<file path="config.mk">
export PLATFORM = sky130hd
export DESIGN_NAME = payout_output_list_parser
export DESIGN_NICKNAME = d
export VERILOG_FILES = /design/src/opl_pkg.sv /design/src/opl_parse_core.sv /design/src/opl_out_reg.sv /design/src/payout_output_list_parser.sv
export SDC_FILE = /design/constraint.sdc
export NUM_CORES = 1
export LEC_CHECK = 0
export ABC_CLOCK_PERIOD_IN_PS = 21500
export CORE_UTILIZATION = 45
export CTS_CLUSTER_SIZE = 28
export DETAILED_ROUTE_END_ITERATION = 8
export DONT_BUFFER_PORTS = 1
export HOLD_SLACK_MARGIN = 0.06
export PLACE_DENSITY = 0.58
export SLEW_MARGIN = 20
export SYNTH_ARGS = -nofsm -noshare
export SYNTH_HDL_FRONTEND = slang
export SYNTH_SLANG_ARGS = --single-unit
</file>
<file path="constraint.sdc">
create_clock -name clk -period 21.5 [get_ports clk]
set_input_delay 3.225 -clock clk [delete_from_list [all_inputs] [get_ports clk]]
set_output_delay 3.225 -clock clk [all_outputs]
set_load 0.01 [all_outputs]
</file>
<file path="src/opl_pkg.sv">
// ----------------------------------------------------------------------------
// Output list parser package
// Shared transaction types, parse state, status codes and limits.
// ----------------------------------------------------------------------------
package opl_pkg;

    localparam int MAX_OUTPUTS = 16;

    localparam logic [7:0]  MAX_SCRIPT_LEN = 8'd255;
    localparam logic [15:0] MAX_OFFSET     = 16'hffff;

    // CompactSize prefixes
    localparam logic [7:0] VI_PREFIX16 = 8'hfd;
    localparam logic [7:0] VI_PREFIX32 = 8'hfe;

    localparam logic [3:0] VI_LEN16 = 4'd2;
    localparam logic [3:0] VI_LEN32 = 4'd4;
    localparam logic [3:0] VI_LEN64 = 4'd8;
    localparam logic [3:0] VALUE_BYTES = 4'd8;

    // Status codes
    localparam logic [2:0] ST_OK            = 3'd0;
    localparam logic [2:0] ST_TRUNCATED     = 3'd1;
    localparam logic [2:0] ST_BAD_COUNT     = 3'd2;
    localparam logic [2:0] ST_BAD_SCRIPT    = 3'd3;
    localparam logic [2:0] ST_OVERFLOW      = 3'd4;
    localparam logic [2:0] ST_TOO_LONG      = 3'd5;

    // PH_COUNT must encode as zero: the parse state clears to all zeros
    typedef enum logic [2:0] {
        PH_COUNT  = 3'd0,
        PH_VALUE  = 3'd1,
        PH_SLEN   = 3'd2,
        PH_SCRIPT = 3'd3,
        PH_HALT   = 3'd4
    } opl_phase_t;

    typedef struct packed {
        logic [7:0] data_byte;
        logic       last_byte;
    } opl_in_t;

    typedef struct packed {
        logic [2:0]  status;
        logic [7:0]  output_count;
        logic [15:0] first_script_offset;
        logic [7:0]  first_script_length;
        logic [15:0] rest_offset;
        logic [15:0] rest_length;
        logic [63:0] rest_value_sum;
        logic        query_found;
        logic [63:0] query_value;
        logic [15:0] query_script_offset;
        logic [7:0]  query_script_length;
    } opl_out_t;

    typedef struct packed {
        opl_phase_t  phase;
        logic [3:0]  field_byte_count;
        logic [3:0]  varint_bytes_needed;
        logic [63:0] field_accumulator;
        logic [63:0] pending_value;
        logic [7:0]  declared_outputs;
        logic [7:0]  current_output;
        logic [7:0]  script_bytes_left;
        logic [63:0] value_sum;
        logic [15:0] stream_offset;
        logic [15:0] first_offset;
        logic [7:0]  first_length;
        logic [15:0] rest_start;
        logic [15:0] rest_end;
        logic [2:0]  error_code;
        logic [63:0] query_value;
        logic [15:0] query_offset;
        logic [7:0]  query_length;
        logic        query_ok;
        logic        parse_done;
    } opl_state_t;

endpackage

</file>
<file path="src/opl_parse_core.sv">
// ----------------------------------------------------------------------------
// Output list parse core
// Per-byte state update of the list parser and result formatting on the
// final byte of a list.
// ----------------------------------------------------------------------------
module opl_parse_core (
    input  logic              clk,
    input  logic              rst_n,
    input  logic              step,
    input  opl_pkg::opl_in_t  item,
    input  logic              cfg_wr_en,
    input  logic [7:0]        cfg_wr_data,
    output logic              res_valid,
    output opl_pkg::opl_out_t res_data
);

    opl_pkg::opl_state_t st_reg;
    opl_pkg::opl_state_t st_post;
    opl_pkg::opl_state_t st_next;
    logic [7:0]          query_index_reg;

    logic [7:0]  b;
    logic [63:0] acc_or;
    logic [3:0]  fbc_inc;
    logic [15:0] next_off;
    logic [64:0] sum_ext;
    logic [7:0]  left_dec;
    logic [7:0]  cur_inc;

    logic        vi_done;
    logic [63:0] vi_val;
    logic [3:0]  vi_need_next;
    logic [3:0]  vi_fbc_next;
    logic [63:0] vi_acc_next;

    logic [2:0]  status;
    logic        ok;
    logic        found;

    assign b        = item.data_byte;
    assign acc_or   = st_reg.field_accumulator
                    | ({56'd0, b} << {st_reg.field_byte_count[2:0], 3'b000});
    assign fbc_inc  = st_reg.field_byte_count + 4'd1;
    assign next_off = st_reg.stream_offset + 16'd1;
    assign sum_ext  = {1'b0, st_reg.value_sum} + {1'b0, st_reg.pending_value};
    assign left_dec = st_reg.script_bytes_left - 8'd1;
    assign cur_inc  = st_reg.current_output + 8'd1;

    // CompactSize field step
    always_comb
    begin
        vi_done      = 1'b0;
        vi_val       = 64'd0;
        vi_need_next = st_reg.varint_bytes_needed;
        vi_fbc_next  = st_reg.field_byte_count;
        vi_acc_next  = st_reg.field_accumulator;
        if (st_reg.varint_bytes_needed == 4'd0)
        begin
            if (b < opl_pkg::VI_PREFIX16)
            begin
                vi_done = 1'b1;
                vi_val  = {56'd0, b};
            end
            else
            begin
                vi_need_next = (b == opl_pkg::VI_PREFIX16) ? opl_pkg::VI_LEN16 :
                               (b == opl_pkg::VI_PREFIX32) ? opl_pkg::VI_LEN32 :
                                                             opl_pkg::VI_LEN64;
                vi_fbc_next  = 4'd0;
                vi_acc_next  = 64'd0;
            end
        end
        else
        begin
            vi_acc_next = acc_or;
            vi_fbc_next = fbc_inc;
            if (fbc_inc >= st_reg.varint_bytes_needed)
            begin
                vi_done      = 1'b1;
                vi_val       = acc_or;
                vi_need_next = 4'd0;
                vi_fbc_next  = 4'd0;
                vi_acc_next  = 64'd0;
            end
        end
    end

    // State after this byte, before the end-of-list clear
    always_comb
    begin
        st_post = st_reg;
        if (step && (st_reg.error_code != opl_pkg::ST_TOO_LONG))
        begin
            if (st_reg.stream_offset == opl_pkg::MAX_OFFSET)
            begin
                st_post.error_code = opl_pkg::ST_TOO_LONG;
                st_post.phase      = opl_pkg::PH_HALT;
            end
            else
            begin
                st_post.stream_offset = next_off;
                unique case (st_reg.phase)
                    opl_pkg::PH_COUNT:
                    begin
                        st_post.varint_bytes_needed = vi_need_next;
                        st_post.field_byte_count    = vi_fbc_next;
                        st_post.field_accumulator   = vi_acc_next;
                        if (vi_done)
                        begin
                            if ((vi_val == 64'd0) || (vi_val > 64'(opl_pkg::MAX_OUTPUTS)))
                            begin
                                if (st_reg.error_code == opl_pkg::ST_OK)
                                    st_post.error_code = opl_pkg::ST_BAD_COUNT;
                                st_post.phase = opl_pkg::PH_HALT;
                            end
                            else
                            begin
                                st_post.declared_outputs  = vi_val[7:0];
                                st_post.current_output    = 8'd0;
                                st_post.phase             = opl_pkg::PH_VALUE;
                                st_post.field_byte_count  = 4'd0;
                                st_post.field_accumulator = 64'd0;
                            end
                        end
                    end
                    opl_pkg::PH_VALUE:
                    begin
                        st_post.field_accumulator = acc_or;
                        st_post.field_byte_count  = fbc_inc;
                        if (fbc_inc >= opl_pkg::VALUE_BYTES)
                        begin
                            st_post.pending_value       = acc_or;
                            st_post.field_accumulator   = 64'd0;
                            st_post.field_byte_count    = 4'd0;
                            st_post.varint_bytes_needed = 4'd0;
                            st_post.phase               = opl_pkg::PH_SLEN;
                        end
                    end
                    opl_pkg::PH_SLEN:
                    begin
                        st_post.varint_bytes_needed = vi_need_next;
                        st_post.field_byte_count    = vi_fbc_next;
                        st_post.field_accumulator   = vi_acc_next;
                        if (vi_done)
                        begin
                            if ((vi_val == 64'd0) || (vi_val > {56'd0, opl_pkg::MAX_SCRIPT_LEN}))
                            begin
                                if (st_reg.error_code == opl_pkg::ST_OK)
                                    st_post.error_code = opl_pkg::ST_BAD_SCRIPT;
                                st_post.phase = opl_pkg::PH_HALT;
                            end
                            else
                            begin
                                st_post.script_bytes_left = vi_val[7:0];
                                if (st_reg.current_output == 8'd0)
                                begin
                                    st_post.first_offset = next_off;
                                    st_post.first_length = vi_val[7:0];
                                end
                                if (st_reg.current_output == query_index_reg)
                                begin
                                    st_post.query_offset = next_off;
                                    st_post.query_length = vi_val[7:0];
                                    st_post.query_value  = st_reg.pending_value;
                                end
                                st_post.phase = opl_pkg::PH_SCRIPT;
                            end
                        end
                    end
                    opl_pkg::PH_SCRIPT:
                    begin
                        st_post.script_bytes_left = left_dec;
                        if (left_dec == 8'd0)
                        begin
                            if (st_reg.current_output == 8'd0)
                                st_post.rest_start = next_off;
                            else if (st_reg.error_code == opl_pkg::ST_OK)
                            begin
                                // carry out of the sum marks overflow; keep the old sum
                                if (sum_ext[64])
                                    st_post.error_code = opl_pkg::ST_OVERFLOW;
                                else
                                    st_post.value_sum = sum_ext[63:0];
                            end
                            if (st_reg.current_output == query_index_reg)
                                st_post.query_ok = 1'b1;
                            st_post.rest_end       = next_off;
                            st_post.current_output = cur_inc;
                            if (cur_inc >= st_reg.declared_outputs)
                            begin
                                st_post.parse_done = 1'b1;
                                st_post.phase      = opl_pkg::PH_HALT;
                            end
                            else
                            begin
                                st_post.phase             = opl_pkg::PH_VALUE;
                                st_post.field_byte_count  = 4'd0;
                                st_post.field_accumulator = 64'd0;
                            end
                        end
                    end
                    default:
                    begin
                        // halted: drop the byte
                    end
                endcase
            end
        end
    end

    assign res_valid = step && item.last_byte;

    // Result from the state after the final byte
    always_comb
    begin
        status = st_post.error_code;
        if ((status == opl_pkg::ST_OK) && !st_post.parse_done)
            status = opl_pkg::ST_TRUNCATED;
        ok    = (status == opl_pkg::ST_OK);
        found = st_post.query_ok && (status != opl_pkg::ST_TOO_LONG);

        res_data.status              = status;
        res_data.output_count        = st_post.declared_outputs;
        res_data.first_script_offset = ok ? st_post.first_offset : 16'd0;
        res_data.first_script_length = ok ? st_post.first_length : 8'd0;
        res_data.rest_offset         = ok ? st_post.rest_start : 16'd0;
        res_data.rest_length         = ok ? (st_post.rest_end - st_post.rest_start) : 16'd0;
        res_data.rest_value_sum      = ok ? st_post.value_sum : 64'd0;
        res_data.query_found         = found;
        res_data.query_value         = found ? st_post.query_value : 64'd0;
        res_data.query_script_offset = found ? st_post.query_offset : 16'd0;
        res_data.query_script_length = found ? st_post.query_length : 8'd0;
    end

    // Clear for the next list once the result is out
    assign st_next = res_valid ? '0 : st_post;

    always_ff @(posedge clk or negedge rst_n)
    begin
        if (!rst_n)
        begin
            st_reg          <= '0;
            query_index_reg <= 8'd0;
        end
        else
        begin
            st_reg <= st_next;
            if (cfg_wr_en)
                query_index_reg <= cfg_wr_data;
        end
    end

endmodule

</file>
<file path="src/opl_out_reg.sv">
// ----------------------------------------------------------------------------
// Output list parser result register
// Holds one result transaction until the downstream side takes it.
// ----------------------------------------------------------------------------
module opl_out_reg (
    input  logic              clk,
    input  logic              rst_n,
    input  logic              load,
    input  opl_pkg::opl_out_t load_data,
    input  logic              stall,
    output logic              valid,
    output opl_pkg::opl_out_t data
);

    logic              valid_reg;
    logic              valid_next;
    opl_pkg::opl_out_t data_reg;

    // load only happens when the register is empty or being drained
    assign valid_next = load || (valid_reg && stall);

    always_ff @(posedge clk or negedge rst_n)
    begin
        if (!rst_n)
            valid_reg <= 1'b0;
        else
            valid_reg <= valid_next;
    end

    always_ff @(posedge clk)
    begin
        if (load)
            data_reg <= load_data;
    end

    assign valid = valid_reg;
    assign data  = data_reg;

endmodule

</file>
<file path="src/payout_output_list_parser.sv">
// ----------------------------------------------------------------------------
// Payout output list parser
// Parses a serialized transaction output list and reports its layout.
// ----------------------------------------------------------------------------
// The block takes one byte of the list per clock cycle, back to back, and
// gives one result transaction for each byte flagged last_byte; no other byte
// gives a result. Each byte passes through an input register, then a
// combinational parse state update, and the result of a list is registered
// in the result register when its last byte leaves the input register. Input
// is held off only when a last byte sits in the input register while the
// previous result is still stalled at the output. query_index may be written
// only between lists.
module payout_output_list_parser (
    input  logic              clk,
    input  logic              rst_n,
    input  logic              in_valid,
    output logic              in_stall,
    input  opl_pkg::opl_in_t  in_data,
    output logic              out_valid,
    input  logic              out_stall,
    output opl_pkg::opl_out_t out_data,
    input  logic              cfg_wr_en,
    input  logic [7:0]        cfg_wr_data
);

    logic             in_valid_reg;
    opl_pkg::opl_in_t in_item_reg;
    logic             hold;
    logic             step;
    logic             res_valid;
    opl_pkg::opl_out_t res_data;

    // a last byte must wait until the result register can take its result
    assign hold     = in_item_reg.last_byte && out_valid && out_stall;
    assign in_stall = in_valid_reg && hold;
    assign step     = in_valid_reg && !hold;

    always_ff @(posedge clk or negedge rst_n)
    begin
        if (!rst_n)
            in_valid_reg <= 1'b0;
        else if (!in_stall)
            in_valid_reg <= in_valid;
    end

    always_ff @(posedge clk)
    begin
        if (!in_stall && in_valid)
            in_item_reg <= in_data;
    end

    opl_parse_core u_core (
        .clk         (clk),
        .rst_n       (rst_n),
        .step        (step),
        .item        (in_item_reg),
        .cfg_wr_en   (cfg_wr_en),
        .cfg_wr_data (cfg_wr_data),
        .res_valid   (res_valid),
        .res_data    (res_data)
    );

    opl_out_reg u_out (
        .clk       (clk),
        .rst_n     (rst_n),
        .load      (res_valid),
        .load_data (res_data),
        .stall     (out_stall),
        .valid     (out_valid),
        .data      (out_data)
    );

endmodule

</file>
# Yosys cells after proc, flatten, opt, wreduce, memory -nomap -nowiden
# Index checks and enable logic that the tools add are counted.
[totals]
ff_bits = 631
inputBits = 22
out_inout_bits = 222
wordCells = 191
[classes]
add_sub_neg = 6
order_cmp = 6
n_eq_ne = 23
shift = 1
muxes = 78
bitwise_logic = 1
reduce_logical = 40
[ops]
columns = ["op", "count"]
rows = [
  ["$mux W64", 15],
  ["$mux W392", 2],
  ["$mux W296", 1],
  ["$mux W88", 3],
  ["$pmux W64 S4", 1],
  ["$mux W139", 1],
  ["$mux W24", 4],
  ["$mux W91", 1],
  ["$mux W90", 1],
  ["$add A64 B64 Y65", 1],
  ["$gt A64 B5 Y1 const B", 1],
  ["$gt A64 B8 Y1 const B", 1],
  ["$logic_not A64 Y1", 1],
  ["$or A64 B64 Y64", 1],
  ["$shl A8 B6 Y64", 1],
  ["$mux W16", 3],
  ["$mux W3", 15],
  ["$mux W4", 10],
  ["$mux W8", 5],
  ["$mux W35", 1],
  ["$mux W32", 1],
  ["$pmux W8 S2", 2],
  ["$pmux W7 S4", 1],
  ["$ne A4 B1 Y1 const B", 5],
  ["other kinds (39)", 77],
]

# Depth between registers and ports, before layout
# Gate-level depths: netlist of run 1.
[logic_depth]
ltp_word = 16
depth_mapped = 23

# Hierarchy
# A second synthesis of run 1 with hierarchy kept.
[hier_totals]
cells_unflattened = 3194
area_unflattened_um2 = 32477.4
[modules_own_cells]
columns = ["module", "instances", "cells_per_inst", "area_per_inst_um2", "seq_area_each_um2"]
rows = [
  ["opl_parse_core", 1, 2956, 25510.7, 9984.6],
  ["opl_out_reg", 1, 222, 6638.9, 6631.4],
  ["payout_output_list_parser", 1, 16, 327.8, 295.3],
]

# Worst setup path before layout of run 1
# OpenSTA, ideal clock, no wires.
[synth_timing]
kind = "input to register"
startpoint = "in out_stall"
endpoint = "reg u_out.data_reg, in the netlist u_out.data[0], enable pin"
setup_ps = 669
t_arrival_ps = 10405
required_ps = 20831
setup_slack_ps = 10426
stages = 7
n_path_buf = 3
cell_sequence = "nand3_1 and2_1 nand2_1 inv_1 clkbuf_1 clkbuf_1 buf_1"
[synth_via]
elab_chain_len = 4
[synth_rtl]
columns = ["element", "line_no", "source"]
rows = [
  ["start: declaration", "payout_output_list_parser.sv:20", "input logic out_stall,"],
  ["$logic_and A1 B1 Y1", "payout_output_list_parser.sv:34", "assign hold = in_item_reg.last_byte && out_valid && out_stall;"],
  ["$logic_not A1 Y1", "payout_output_list_parser.sv:36", "assign step = in_valid_reg && !hold;"],
  ["$logic_and A1 B1 Y1", "payout_output_list_parser.sv:36", ""],
  ["$logic_and A1 B1 Y1", "opl_parse_core.sv:211", "assign res_valid = step && item.last_byte;"],
  ["net res_valid", "payout_output_list_parser.sv:30", "logic res_valid;"],
  ["end signal: assignment", "opl_out_reg.sv:33", "data_reg <= load_data;"],
  ["end: declaration", "opl_out_reg.sv:17", "opl_pkg::opl_out_t data_reg;"],
]
# The timed path passes the listed nets, and every way through them passes these cells.
# A chain may end at the register's enable or synchronous reset.

# Final worst setup path of run 1
[layout_timing]
startpoint = "in out_stall"
endpoint = "reg u_out.data_reg, in the netlist u_out.data[168], data pin"
[layout_via]
elab_chain_len = 9
elab_cells_between_ends = 11
classes_between = "1 x add/sub; 2 x mux; 8 x reduce/logical"
[layout_rtl]
columns = ["element", "line_no", "source"]
rows = [
  ["$logic_and A1 B1 Y1 *", "payout_output_list_parser.sv:34", ""],
  ["$logic_not A1 Y1 *", "payout_output_list_parser.sv:36", ""],
  ["$logic_and A1 B1 Y1 *", "payout_output_list_parser.sv:36", ""],
  ["$logic_and A1 B1 Y1 *", "opl_parse_core.sv:92", "if (step && (st_reg.error_code != opl_pkg::ST_TOO_LONG))"],
  ["$mux W392 *", "opl_parse_core.sv:92", ""],
  ["branches (longest 4 deep; another with $sub A16 B16 Y16)", "-", ""],
]
# Every way passes the cells marked *. The select of a mux whose other input is x is not followed.

==> impl_metrics.py, run 1 <==
metrics = {
    "route": {
        "dr.pass1.iters": 5,
        "vias": 21490,
        "drt-initial-drc-count": 1620,
        "via_per_inst": 5.698,
        "wirelength_um": 76650,
        "ant_nets": 0,
        "drc_errors": 0,
        "post_drt_wl_per_cell_um": 20.32,
    },
    "run_status": {
        "status": "complete, but fails checks",
        "violations": "max-slew violations",
    },
    "setup_path": {
        "cp-end-kind": "flop",
        "setup.worst_path.class": "input pin to flop",
        "crit_path_start": "out_stall",
        "critPathMaxFanout": 34,
        "crit_required_ns": 21.96,
        "rr_startpoint": "u_core.st_reg[385]",
        "critPathLaunchType": "input pin",
        "cp.arrival_ns": 8.57,
    },
    "min_path": {
        "hold_class": "flop to flop",
        "hp-start": "u_core.st_reg[1]",
    },
    "sta": {
        "rsz0062_at_grt": "no",
        "hold_ws_ns": 0.4932,
        "final_hold_viol_count": 0,
        "finalSetupViolations": 0,
        "slew_headroom": -0.01357,
        "max_freq_mhz": 123.3,
        "slew_violations": 36,
        "fin_crit_ns": 8.108,
        "fin_ws_ns": 13.39,
        "clock_skew_ns": 0.02822,
        "tns_ns": 0,
        "worstMarginPinSlew_ns": 1.520,
        "period_share": 0.3771,
    },
    "power": {
        "p_sw_w": 0.0006369,
        "power_w": 0.002666,
        "ir_drop_uv": 52.25,
        "combPwrFrac": 0.058,
        "pwr-share-seq": 0.490,
        "powerDensity_nw_per_um2": 80.98,
        "power_leakage_nw": 13.63,
        "p_int_w": 0.002029,
        "clkPwrFrac": 0.452,
        "switching_share": 0.2389,
    },
    "clock_network": {
        "cts_tree": "yes",
        "hold_buffers": 0,
        "cts_buffers": 69,
        "cts_buffer_depth": 3,
        "cts.sinks": 630,
        "htree_num_levels": 3,
        "cts_setup_buffers": 0,
        "insertion_delay_ns": 0.62,
        "clkSlewWorstSetupHoldPaths_ns": 0.06,
        "ctsResizeCount": 0,
        "ctsRootBufferMaster": "clkbuf_16",
    },
    "yosys": {
        "synth.avg_cell_area_um2": 10.26,
        "synthTopCellsByCount": "562 x nor2_1, 401 x dfrtp_1, 237 x nand2_1",
        "synth_edf_count": 229,
        "syn_nets": 3044,
        "yosys_warnings": 0,
        "synth_top_cell_area_share": 0.3347,
        "syn_area_um2": 29980,
        "ys_seq_elements": 630,
        "synth_most_common_cell": "nor2_1",
        "yosysSeqAreaShare": 0.5640,
        "ys_async_sr_fraction": 0.6365,
        "synth_cell_types": 75,
        "ys.flop_type": "dfrtp_1",
        "synth_largest_area_cell": "dfrtp_1",
        "syn_inst": 2923,
        "synthTopCellsByArea": "dfrtp_1 33%, edfxtp_1 23%, nor2_1 7.0%, ha_1 4.0%, o21ai_0 3.6%",
    },
    "grt": {
        "grt_pass1_wl_um": 121000,
        "antenna_found_initial": 0,
        "grt_remaining_overflow": 0,
        "grt_pass1_vias": 21530,
        "grtUsageTotal": 0.2259,
        "grt_max_degree": 402,
    },
    "floorplan": {
        "fp.coreArea_um2": 65860,
        "die_width_um": 260.1,
        "rows": 94,
        "die_height_um": 260.1,
        "initial_utilization": 0.4552,
        "ioPinCount": 244,
        "dieArea_um2": 67670,
    },
    "place": {
        "hpwl_um": 51120,
        "port_buffers": 0,
        "place_congestion": 0.8976,
        "dp_slack_ns": 12.82,
    },
    "final_layout": {
        "fillers": 6039,
        "area_growth_pct": 9.806,
        "fin_util": 0.4999,
        "drive_gt1_frac": 0.05812,
        "layout.nets": 2973,
        "n_antenna_cell": 0,
        "largest_reg_flops": 391,
    },
    "flow_run": {
        "drv_cap": 0,
    },
}
==> per-stage QoR <==
stage                     area, um2  instances
after floorplan               29980       2923
after global placement        30600       3644
after detailed placement      30600       3644
after CTS                     32890       3771
after global routing          32920       3772
final                         32920       3772
==> routing by layer <==
layer / vias up / share of wire / track usage
met1: 10600 / 0.43 / 0.2938
met5: - / 0 / 0
met2: 567 / 0.50 / 0.3856
met3: 112 / 0.051 / 0.04006
li1: 10220 / - / -
met4: 0 / 0.020 / 0.06384
==> worst paths after layout <==
path,end,slack (ns),cells past startpoint
worst min-delay path,u_core.st_reg[1],0.49,2
min in group asynchronous,u_core.st_reg[17],2.32,0
worst max register to register,u_out.data[86],14.68,14
worst max-delay path,u_out.data[168],13.39,19
max in group asynchronous,u_core.st_reg[84],17.95,0
worst min register to register,u_core.st_reg[1],0.49,2
==> power by group through the flow <==
stage / registers, W / clock network (W) / logic (W)
2_1_floorplan: 0.00132 / 0 / 0.000114
3_3_place_gp: 0.00133 / 0 / 0.000150
3_5_place_dp: 0.00133 / 0 / 0.000152
6_report: 0.00131 / 0.00121 / 0.000155
4_1_cts: 0.00131 / 0.00123 / 0.000153
5_1_grt: 0.00131 / 0.00128 / 0.000169
==> cells by family after synthesis <==
kind of cell	count (synthesis)	synth area share
AO/OA/AOI/OAI	723	0.1494
XOR/XNOR	99	0.02892
adder cells (fa/ha/maj)	99	0.04181
buffers and inverters	232	0.03155
flip-flops	630	0.5640
multiplexers	108	0.03655
AND/OR/NAND/NOR	1032	0.1478
==> cell type report <==
| type | count | area [um2] | share of cell area |
|---|---|---|---|
| sequential | 630 | 16910 | 0.5136 |
| multi-input combinational | 2061 | 12170 | 0.3696 |
| clock buffer | 94 | 1914 | 0.05814 |
| tap | 864 | 1081 | 0.03283 |
| clock inverter | 33 | 375.4 | 0.01140 |
| inverter | 62 | 240.2 | 0.007296 |
| timing repair buffer | 28 | 234.0 | 0.007106 |
==> worst max-delay path: stages <==
cell	delay, ns
nand3_1	0.11
o211ai_1	0.25
o21bai_1	0.28
or3_1	0.38
buf_4	0.24
nor2_2	0.80
mux2i_1	0.41
ha_1	0.29
nor2b_1	0.13
o21a_1	0.17
o21ai_0	0.26
a21oi_1	0.13
o21ai_0	0.29
a21oi_1	0.17
o41ai_1	0.50
o21ai_0	0.23
o21a_1	0.22
or3_1	0.31
a21oi_1	0.14
==> cell usage in the layout (no fill, tap or decap), types with 38 or more instances in the layout <==
cell / netlist / final
a21o_1: 47 / 47
a21oi_1: 210 / 208
and2_1: 38 / 38
clkbuf_16: 0 / 72
dfrtp_1: 401 / 401
edfxtp_1: 229 / 229
ha_1: 97 / 97
inv_1: 60 / 59
mux2i_1: 96 / 96
nand2_1: 237 / 237
nor2_1: 562 / 561
nor3_1: 43 / 42
o21ai_0: 214 / 214
xnor2_1: 63 / 63
No activity file was read; power rests on OpenSTA's default activity.
==> run 2: changes to the inputs <==
- ABC_AREA: not set -> 1
- ABC_CLOCK_PERIOD_IN_PS: 21500 -> 6500
- PLACE_DENSITY: 0.58 -> 0.6
- clock period: 21.5 -> 6.5 ns (I/O delays scaled with it)
==> impl_metrics.py, run 2 <==
metrics = {
    "sta": {
        "final_hold_viol_count": 0,
        "period_share": 0.8279,
        "fin_crit_ns": 5.381,
        "max_freq_mhz": 185.8,
        "clock_skew_ns": 0.03270,
        "finalSetupViolations": 0,
        "slew_headroom": 0.3309,
        "tns_ns": 0,
        "rsz0062_at_grt": "no",
        "worstMarginPinSlew_ns": 0.9960,
        "slew_violations": 0,
    },
    "floorplan": {
        "die_width_um": 271.9,
        "fp.coreArea_um2": 71730,
        "rows": 98,
        "ioPinCount": 244,
        "die_height_um": 271.9,
        "dieArea_um2": 73920,
        "initial_utilization": 0.4570,
    },
    "route": {
        "vias": 26180,
        "drc_errors": 0,
        "ant_nets": 0,
        "post_drt_wl_per_cell_um": 20.01,
        "via_per_inst": 5.418,
        "dr.pass1.iters": 6,
        "drt-initial-drc-count": 2248,
        "wirelength_um": 96710,
    },
    "yosys": {
        "synth_largest_area_cell": "dfrtp_1",
        "ys_async_sr_fraction": 0.6365,
        "syn_area_um2": 32780,
        "yosys_warnings": 0,
        "ys_seq_elements": 630,
        "synth_edf_count": 229,
        "synthTopCellsByCount": "789 x nand2_1, 694 x nor2_1, 418 x inv_1",
        "synth_most_common_cell": "nand2_1",
        "synth.avg_cell_area_um2": 8.411,
        "synth_cell_types": 59,
        "syn_inst": 3897,
        "ys.flop_type": "dfrtp_1",
        "syn_nets": 4018,
        "synth_top_cell_area_share": 0.3061,
        "synthTopCellsByArea": "dfrtp_1 31%, edfxtp_1 21%, nand2_1 9.0%, nor2_1 7.9%, inv_1 4.8%",
        "yosysSeqAreaShare": 0.5159,
    },
    "grt": {
        "grt_pass1_wl_um": 149900,
        "antenna_found_initial": 1,
        "grt_remaining_overflow": 0,
        "grt_pass1_vias": 25030,
        "grt_max_degree": 240,
        "grtUsageTotal": 0.2615,
    },
    "final_layout": {
        "layout.nets": 3946,
        "n_antenna_cell": 0,
        "fillers": 6930,
        "layout_common_cells": "784 x nand2_1, 693 x nor2_1, 417 x inv_1",
        "fin_util": 0.4992,
        "largest_reg_flops": 391,
        "final_common_cell": "nand2_1",
        "drive_gt1_frac": 0.06284,
        "area_growth_pct": 9.238,
    },
    "setup_path": {
        "slowest_delay_ns": 0.46,
        "critPathMaxFanout": 16,
        "crit_required_ns": 6.84,
        "setup.worst_path.class": "flop to flop",
        "cp-end-kind": "flop",
        "crit_top_cell": "nand2_1",
        "cpMaxStageDelayCell": "dfrtp_1",
        "critPathLaunchType": "flop",
        "cp.arrival_ns": 5.72,
    },
    "power": {
        "combPwrFrac": 0.133,
        "clkPwrFrac": 0.415,
        "p_sw_w": 0.002793,
        "ir_drop_uv": 239.0,
        "power_leakage_nw": 15.76,
        "switching_share": 0.2902,
        "power_w": 0.009626,
        "pwr-share-seq": 0.453,
        "powerDensity_nw_per_um2": 268.8,
        "p_int_w": 0.006833,
    },
    "min_path": {
        "hold_class": "input pin to async pin",
    },
    "place": {
        "port_buffers": 0,
        "place_congestion": 0.9589,
        "hpwl_um": 67070,
    },
    "flow_run": {
        "drv_cap": 0,
    },
    "clock_network": {
        "clkSlewWorstSetupHoldPaths_ns": 0.06,
        "cts_tree": "yes",
        "cts.sinks": 630,
        "ctsRootBufferMaster": "clkbuf_16",
        "cts_buffers": 70,
        "htree_num_levels": 3,
        "ctsResizeCount": 0,
        "cts_buffer_depth": 3,
        "cts_setup_buffers": 0,
        "insertion_delay_ns": 0.63,
    },
    "run_status": {
        "status": "completed",
    },
}
==> run 2: cell types whose count changed after synthesis, sizes merged, moves of 33 or more <==
cell,delta
o21ai,+93
inv,+376
o22ai,+60
o211ai,+50
a22o,-34
a21o,-33
nor2,+170
and2,-37
mux2i,-87
nand2,+565
nand3,+56
a21oi,-55
==> run 2: per-stage QoR <==
| step | std cells | setup slack, ns | instance area [um2] | hold WS (ns) |
|---|---|---|---|---|
| floorplan | 3897 | 1.439 | 32780 | 0.4603 |
| global placement | 4701 | 0.9212 | 33470 | 0.4897 |
| detailed placement | 4701 | 0.8323 | 33470 | 0.5114 |
| CTS | 4833 | 1.161 | 35810 | 0.06250 |
| global route | 4833 | 0.5584 | 35810 | 0.06241 |
| finish | 4833 | 1.119 | 35810 | 0.09938 |
==> run 2: worst paths after layout <==
check                                    from            endpoint  slack, ns  cells after the start
setup / recovery           u_core.st_reg[149]     u_out.data[165]       1.12                     33
hold / removal                          rst_n  u_core.st_reg[229]        0.1                      0
setup reg to reg           u_core.st_reg[149]     u_out.data[165]       1.12                     33
hold reg to reg             u_core.st_reg[47]   u_core.st_reg[47]       0.52                      2
max in group asynchronous               rst_n  u_core.st_reg[356]       5.28                      1
min in group clk                   in_data[4]      in_item_reg[4]       0.46                      0
==> run 2: cells by family (layout without fill, tap and decap cells) <==
logic type | after synthesis | in the layout | share of synthesized area
adders and majority gates | 99 | 99 | 0.03825
and+or+nand+nor | 1742 | 1742 | 0.2184
xor gates and xnor gates | 81 | 81 | 0.02164
DFF | 630 | 630 | 0.5159
AOI/OAI and AO/OA | 715 | 715 | 0.1255
buffers and inverters | 619 | 605 | 0.07680
muxes | 11 | 11 | 0.003436
==> run 2: critical path, delay by kind of cell, from the launching register on <==
| kind | cells | cell delay, ns |
|---|---|---|
| AO/OA/AOI/OAI | 4 | 0.74 |
| adder cells (fa/ha/maj) | 3 | 0.87 |
| buffers and inverters | 3 | 0.49 |
| flip-flops | 1 | 0.46 |
| AND/OR/NAND/NOR | 23 | 2.54 |
==> run 2: per-layer routing <==
layer	part of all wire	track usage	wire (um)
met3	0.069	0.04523	6684
met2	0.44	0.3990	43020
met5	0.00018	0	17
met4	0.022	0.07274	2140
met1	0.46	0.3822	44860
==> run 2: final cells by class <==
class                   count  area (um2)  share of cell area
inverters                 439        1660             0.04637
clock inverters            23       235.2            0.006570
clock buffers             107        2064             0.05766
well taps                 950        1189             0.03320
multi-input cells        2648       13400              0.3743
repair buffers             36       342.8            0.009575
flip-flops and latches    630       16910              0.4723
==> run 2: timing repair <==
| item | 4_1_cts | 5_1_grt |
|---|---|---|
| hold endpoints to repair | 156 | 0 |
| endpoints found under the setup margin | 0 | 0 |
| hold buffers | 2 | 0 |
==> run 2: power groups by stage <==
stage                     combinational [W]  sequential [W]  clock (W)
after floorplan                    0.000901         0.00440          0
after global placement              0.00123         0.00443          0
after detailed placement            0.00124         0.00443          0
after CTS                           0.00127         0.00436    0.00407
after global routing                0.00141         0.00437    0.00422
final                               0.00128         0.00436    0.00399
==> run 3: changes to the inputs <==
- ABC_AREA: 1 -> 0
- ABC_CLOCK_PERIOD_IN_PS: 6500 -> 4400
- clock period: 6.5 -> 4.4 ns (I/O delays scaled with it)
==> impl_metrics.py, run 3 (synthesis results as in run 1) <==
metrics = {
    "sta": {
        "hold_ws_ns": -0.2528,
        "slew_violations": 0,
        "max_freq_mhz": 233.5,
        "rsz0062_at_grt": "yes",
        "final_hold_viol_count": 285,
        "clock_skew_ns": 0.02800,
        "finalSetupViolations": 0,
        "period_share": 0.9734,
        "fin_ws_ns": 0.1171,
        "worstMarginPinSlew_ns": 1.261,
        "fin_crit_ns": 4.283,
        "slew_headroom": 0.1591,
    },
    "floorplan": {
        "fp.coreArea_um2": 65860,
        "ioPinCount": 244,
        "rows": 94,
        "dieArea_um2": 67670,
        "die_height_um": 260.1,
        "die_width_um": 260.1,
        "initial_utilization": 0.4552,
    },
    "clock_network": {
        "cts_buffer_depth": 3,
        "cts.sinks": 630,
        "insertion_delay_ns": 0.61,
        "htree_num_levels": 3,
        "clkSlewWorstSetupHoldPaths_ns": 0.06,
        "cts_tree": "yes",
        "ctsRootBufferMaster": "clkbuf_16",
        "cts_buffers": 69,
    },
    "setup_path": {
        "crit_top_cell": "o21ai_2",
        "setup.worst_path.class": "flop to flop",
        "critPathMaxFanout": 4,
        "cpMaxStageDelayCell": "fa_2",
        "path_cells": "ha_2 > and4_1 > nand4_1 > o21bai_4 > or3_4 > nor2_4 > mux2i_2 > inv_1 > ha_4 > fa_2 > nor2b_4 > o21ai_2 > a21oi_2 > o21ai_2 > a21boi_2 > o21ai_2 > a21o_1 > a211oi_2 > o21ai_1 > nor3b_2 > nor3_2",
        "cp-end-kind": "flop",
        "cp.arrival_ns": 4.74,
        "crit_required_ns": 4.86,
        "critPathLaunchType": "flop",
        "slowest_delay_ns": 0.41,
    },
    "place": {
        "placed_cell_area_um2": 32480,
        "dp_slack_ns": -0.09880,
        "place_inst": 3865,
        "hpwl_um": 55130,
        "port_buffers": 0,
        "place_congestion": 0.9317,
    },
    "final_layout": {
        "layout_common_cells": "559 x nor2_1, 400 x dfrtp_1, 239 x buf_4",
        "final_common_cell": "nor2_1",
        "area_growth_pct": 17.11,
        "largest_reg_flops": 391,
        "final_cells": 4007,
        "fin_util": 0.5331,
        "final_cell_area_um2": 35110,
        "layout.nets": 3206,
        "drive_gt1_frac": 0.1404,
    },
    "route": {
        "via_per_inst": 5.637,
        "drc_errors": 0,
        "dr.pass1.iters": 5,
        "wirelength_um": 80730,
        "post_drt_wl_per_cell_um": 20.15,
        "ant_nets": 0,
        "vias": 22590,
        "drt-initial-drc-count": 1662,
    },
    "flow_run": {
        "drv_cap": 0,
    },
    "grt": {
        "grt_remaining_overflow": 0,
        "grt_max_degree": 402,
        "grt_pass1_vias": 22810,
        "grtUsageTotal": 0.2344,
        "grt_pass1_wl_um": 125700,
        "antenna_found_initial": 2,
    },
    "run_status": {
        "status": "complete, but fails checks",
        "violations": "negative hold slack",
    },
    "power": {
        "powerDensity_nw_per_um2": 374.1,
        "ir_drop_uv": 282.5,
        "power_w": 0.01314,
        "power_leakage_nw": 14.95,
    },
    "min_path": {
        "hold_class": "input pin to async pin",
    },
}
run 3: cell types whose count changed in the layout (fill, tap and decap cells not counted), moves of 52 or more:
cell and delta:
a21oi_1 +52, buf_4 +209, inv_1 -360, mux2i_1 +84
nand2_1 -547, nor2_1 -134, o21ai_1 -96, o22ai_1 -60
run 3: power breakdown:
part           switching (W)  leakage (nW)  total (W)  internal (W)
registers           0.000116          7.88    0.00634       0.00622
clock network        0.00244          1.12    0.00587       0.00343
logic               0.000620          5.94   0.000929      0.000309
total                0.00318          14.9     0.0131       0.00996
run 3: timing repair:
| action | CTS | global route |
|---|---|---|
| buffers inserted | 1 | 9 |
| cloned | 0 | 3 |
| resized for setup | 4 | 34 |
| setup endpoints to repair | 6 | 274 |
| pin swaps | 2 | 26 |
| endpoints found under the hold margin | 401 | 401 |
run 3: cell type report:
class                           instances  area, um2
Timing Repair Buffer                  261       2205
Antenna cell                            1      2.502
Tap cell                              864       1081
Inverter                               62      240.2
Fill cell                            5823      30750
Clock inverter                         40      369.1
Clock buffer                           88       1933
Sequential cell                       630      16910
Multi-Input combinational cell       2061      12370
run 3: through the flow:
step | hold slack, ns | setup TNS [ns]
finish | -0.2528 | 0
global route | -0.2796 | -0.3273
CTS | -0.2782 | 0
detailed placement | 0.3780 | -0.1746
global placement | 0.3779 | -0.03671
floorplan | 0.3644 | -0.01417
run 3: final timing paths:
path	slack, ns	start	cells after the start	end
setup / recovery	0.12	u_core.st_reg[150]	21	u_out.data[167]
hold / removal	-0.25	rst_n	0	u_core.st_reg[19]
setup reg to reg	0.12	u_core.st_reg[150]	21	u_out.data[167]
hold reg to reg	0.49	u_core.st_reg[1]	2	u_core.st_reg[1]
max in group asynchronous	3.61	rst_n	0	u_core.st_reg[292]
min in group clk	0.15	in_data[0]	0	in_item_reg[0]
run 3: layer usage:
metal,share of wire,wire length [um],up-vias,GRT usage
met4,0.025,1980,2,0.07554
li1,-,-,10700,-
met2,0.49,39880,566,0.3969
met3,0.049,3991,135,0.04269
met1,0.43,34860,11190,0.3034
met5,0.00016,13,-,0
run 3: worst max-delay path: cells and delay by family (launching register included):
kind,cells,cell delay [ns]
compound gates,9,1.18
fa+ha+maj,3,0.77
buf+inv,1,0.10
flops,1,0.38
mux,1,0.27
simple gates,7,1.43
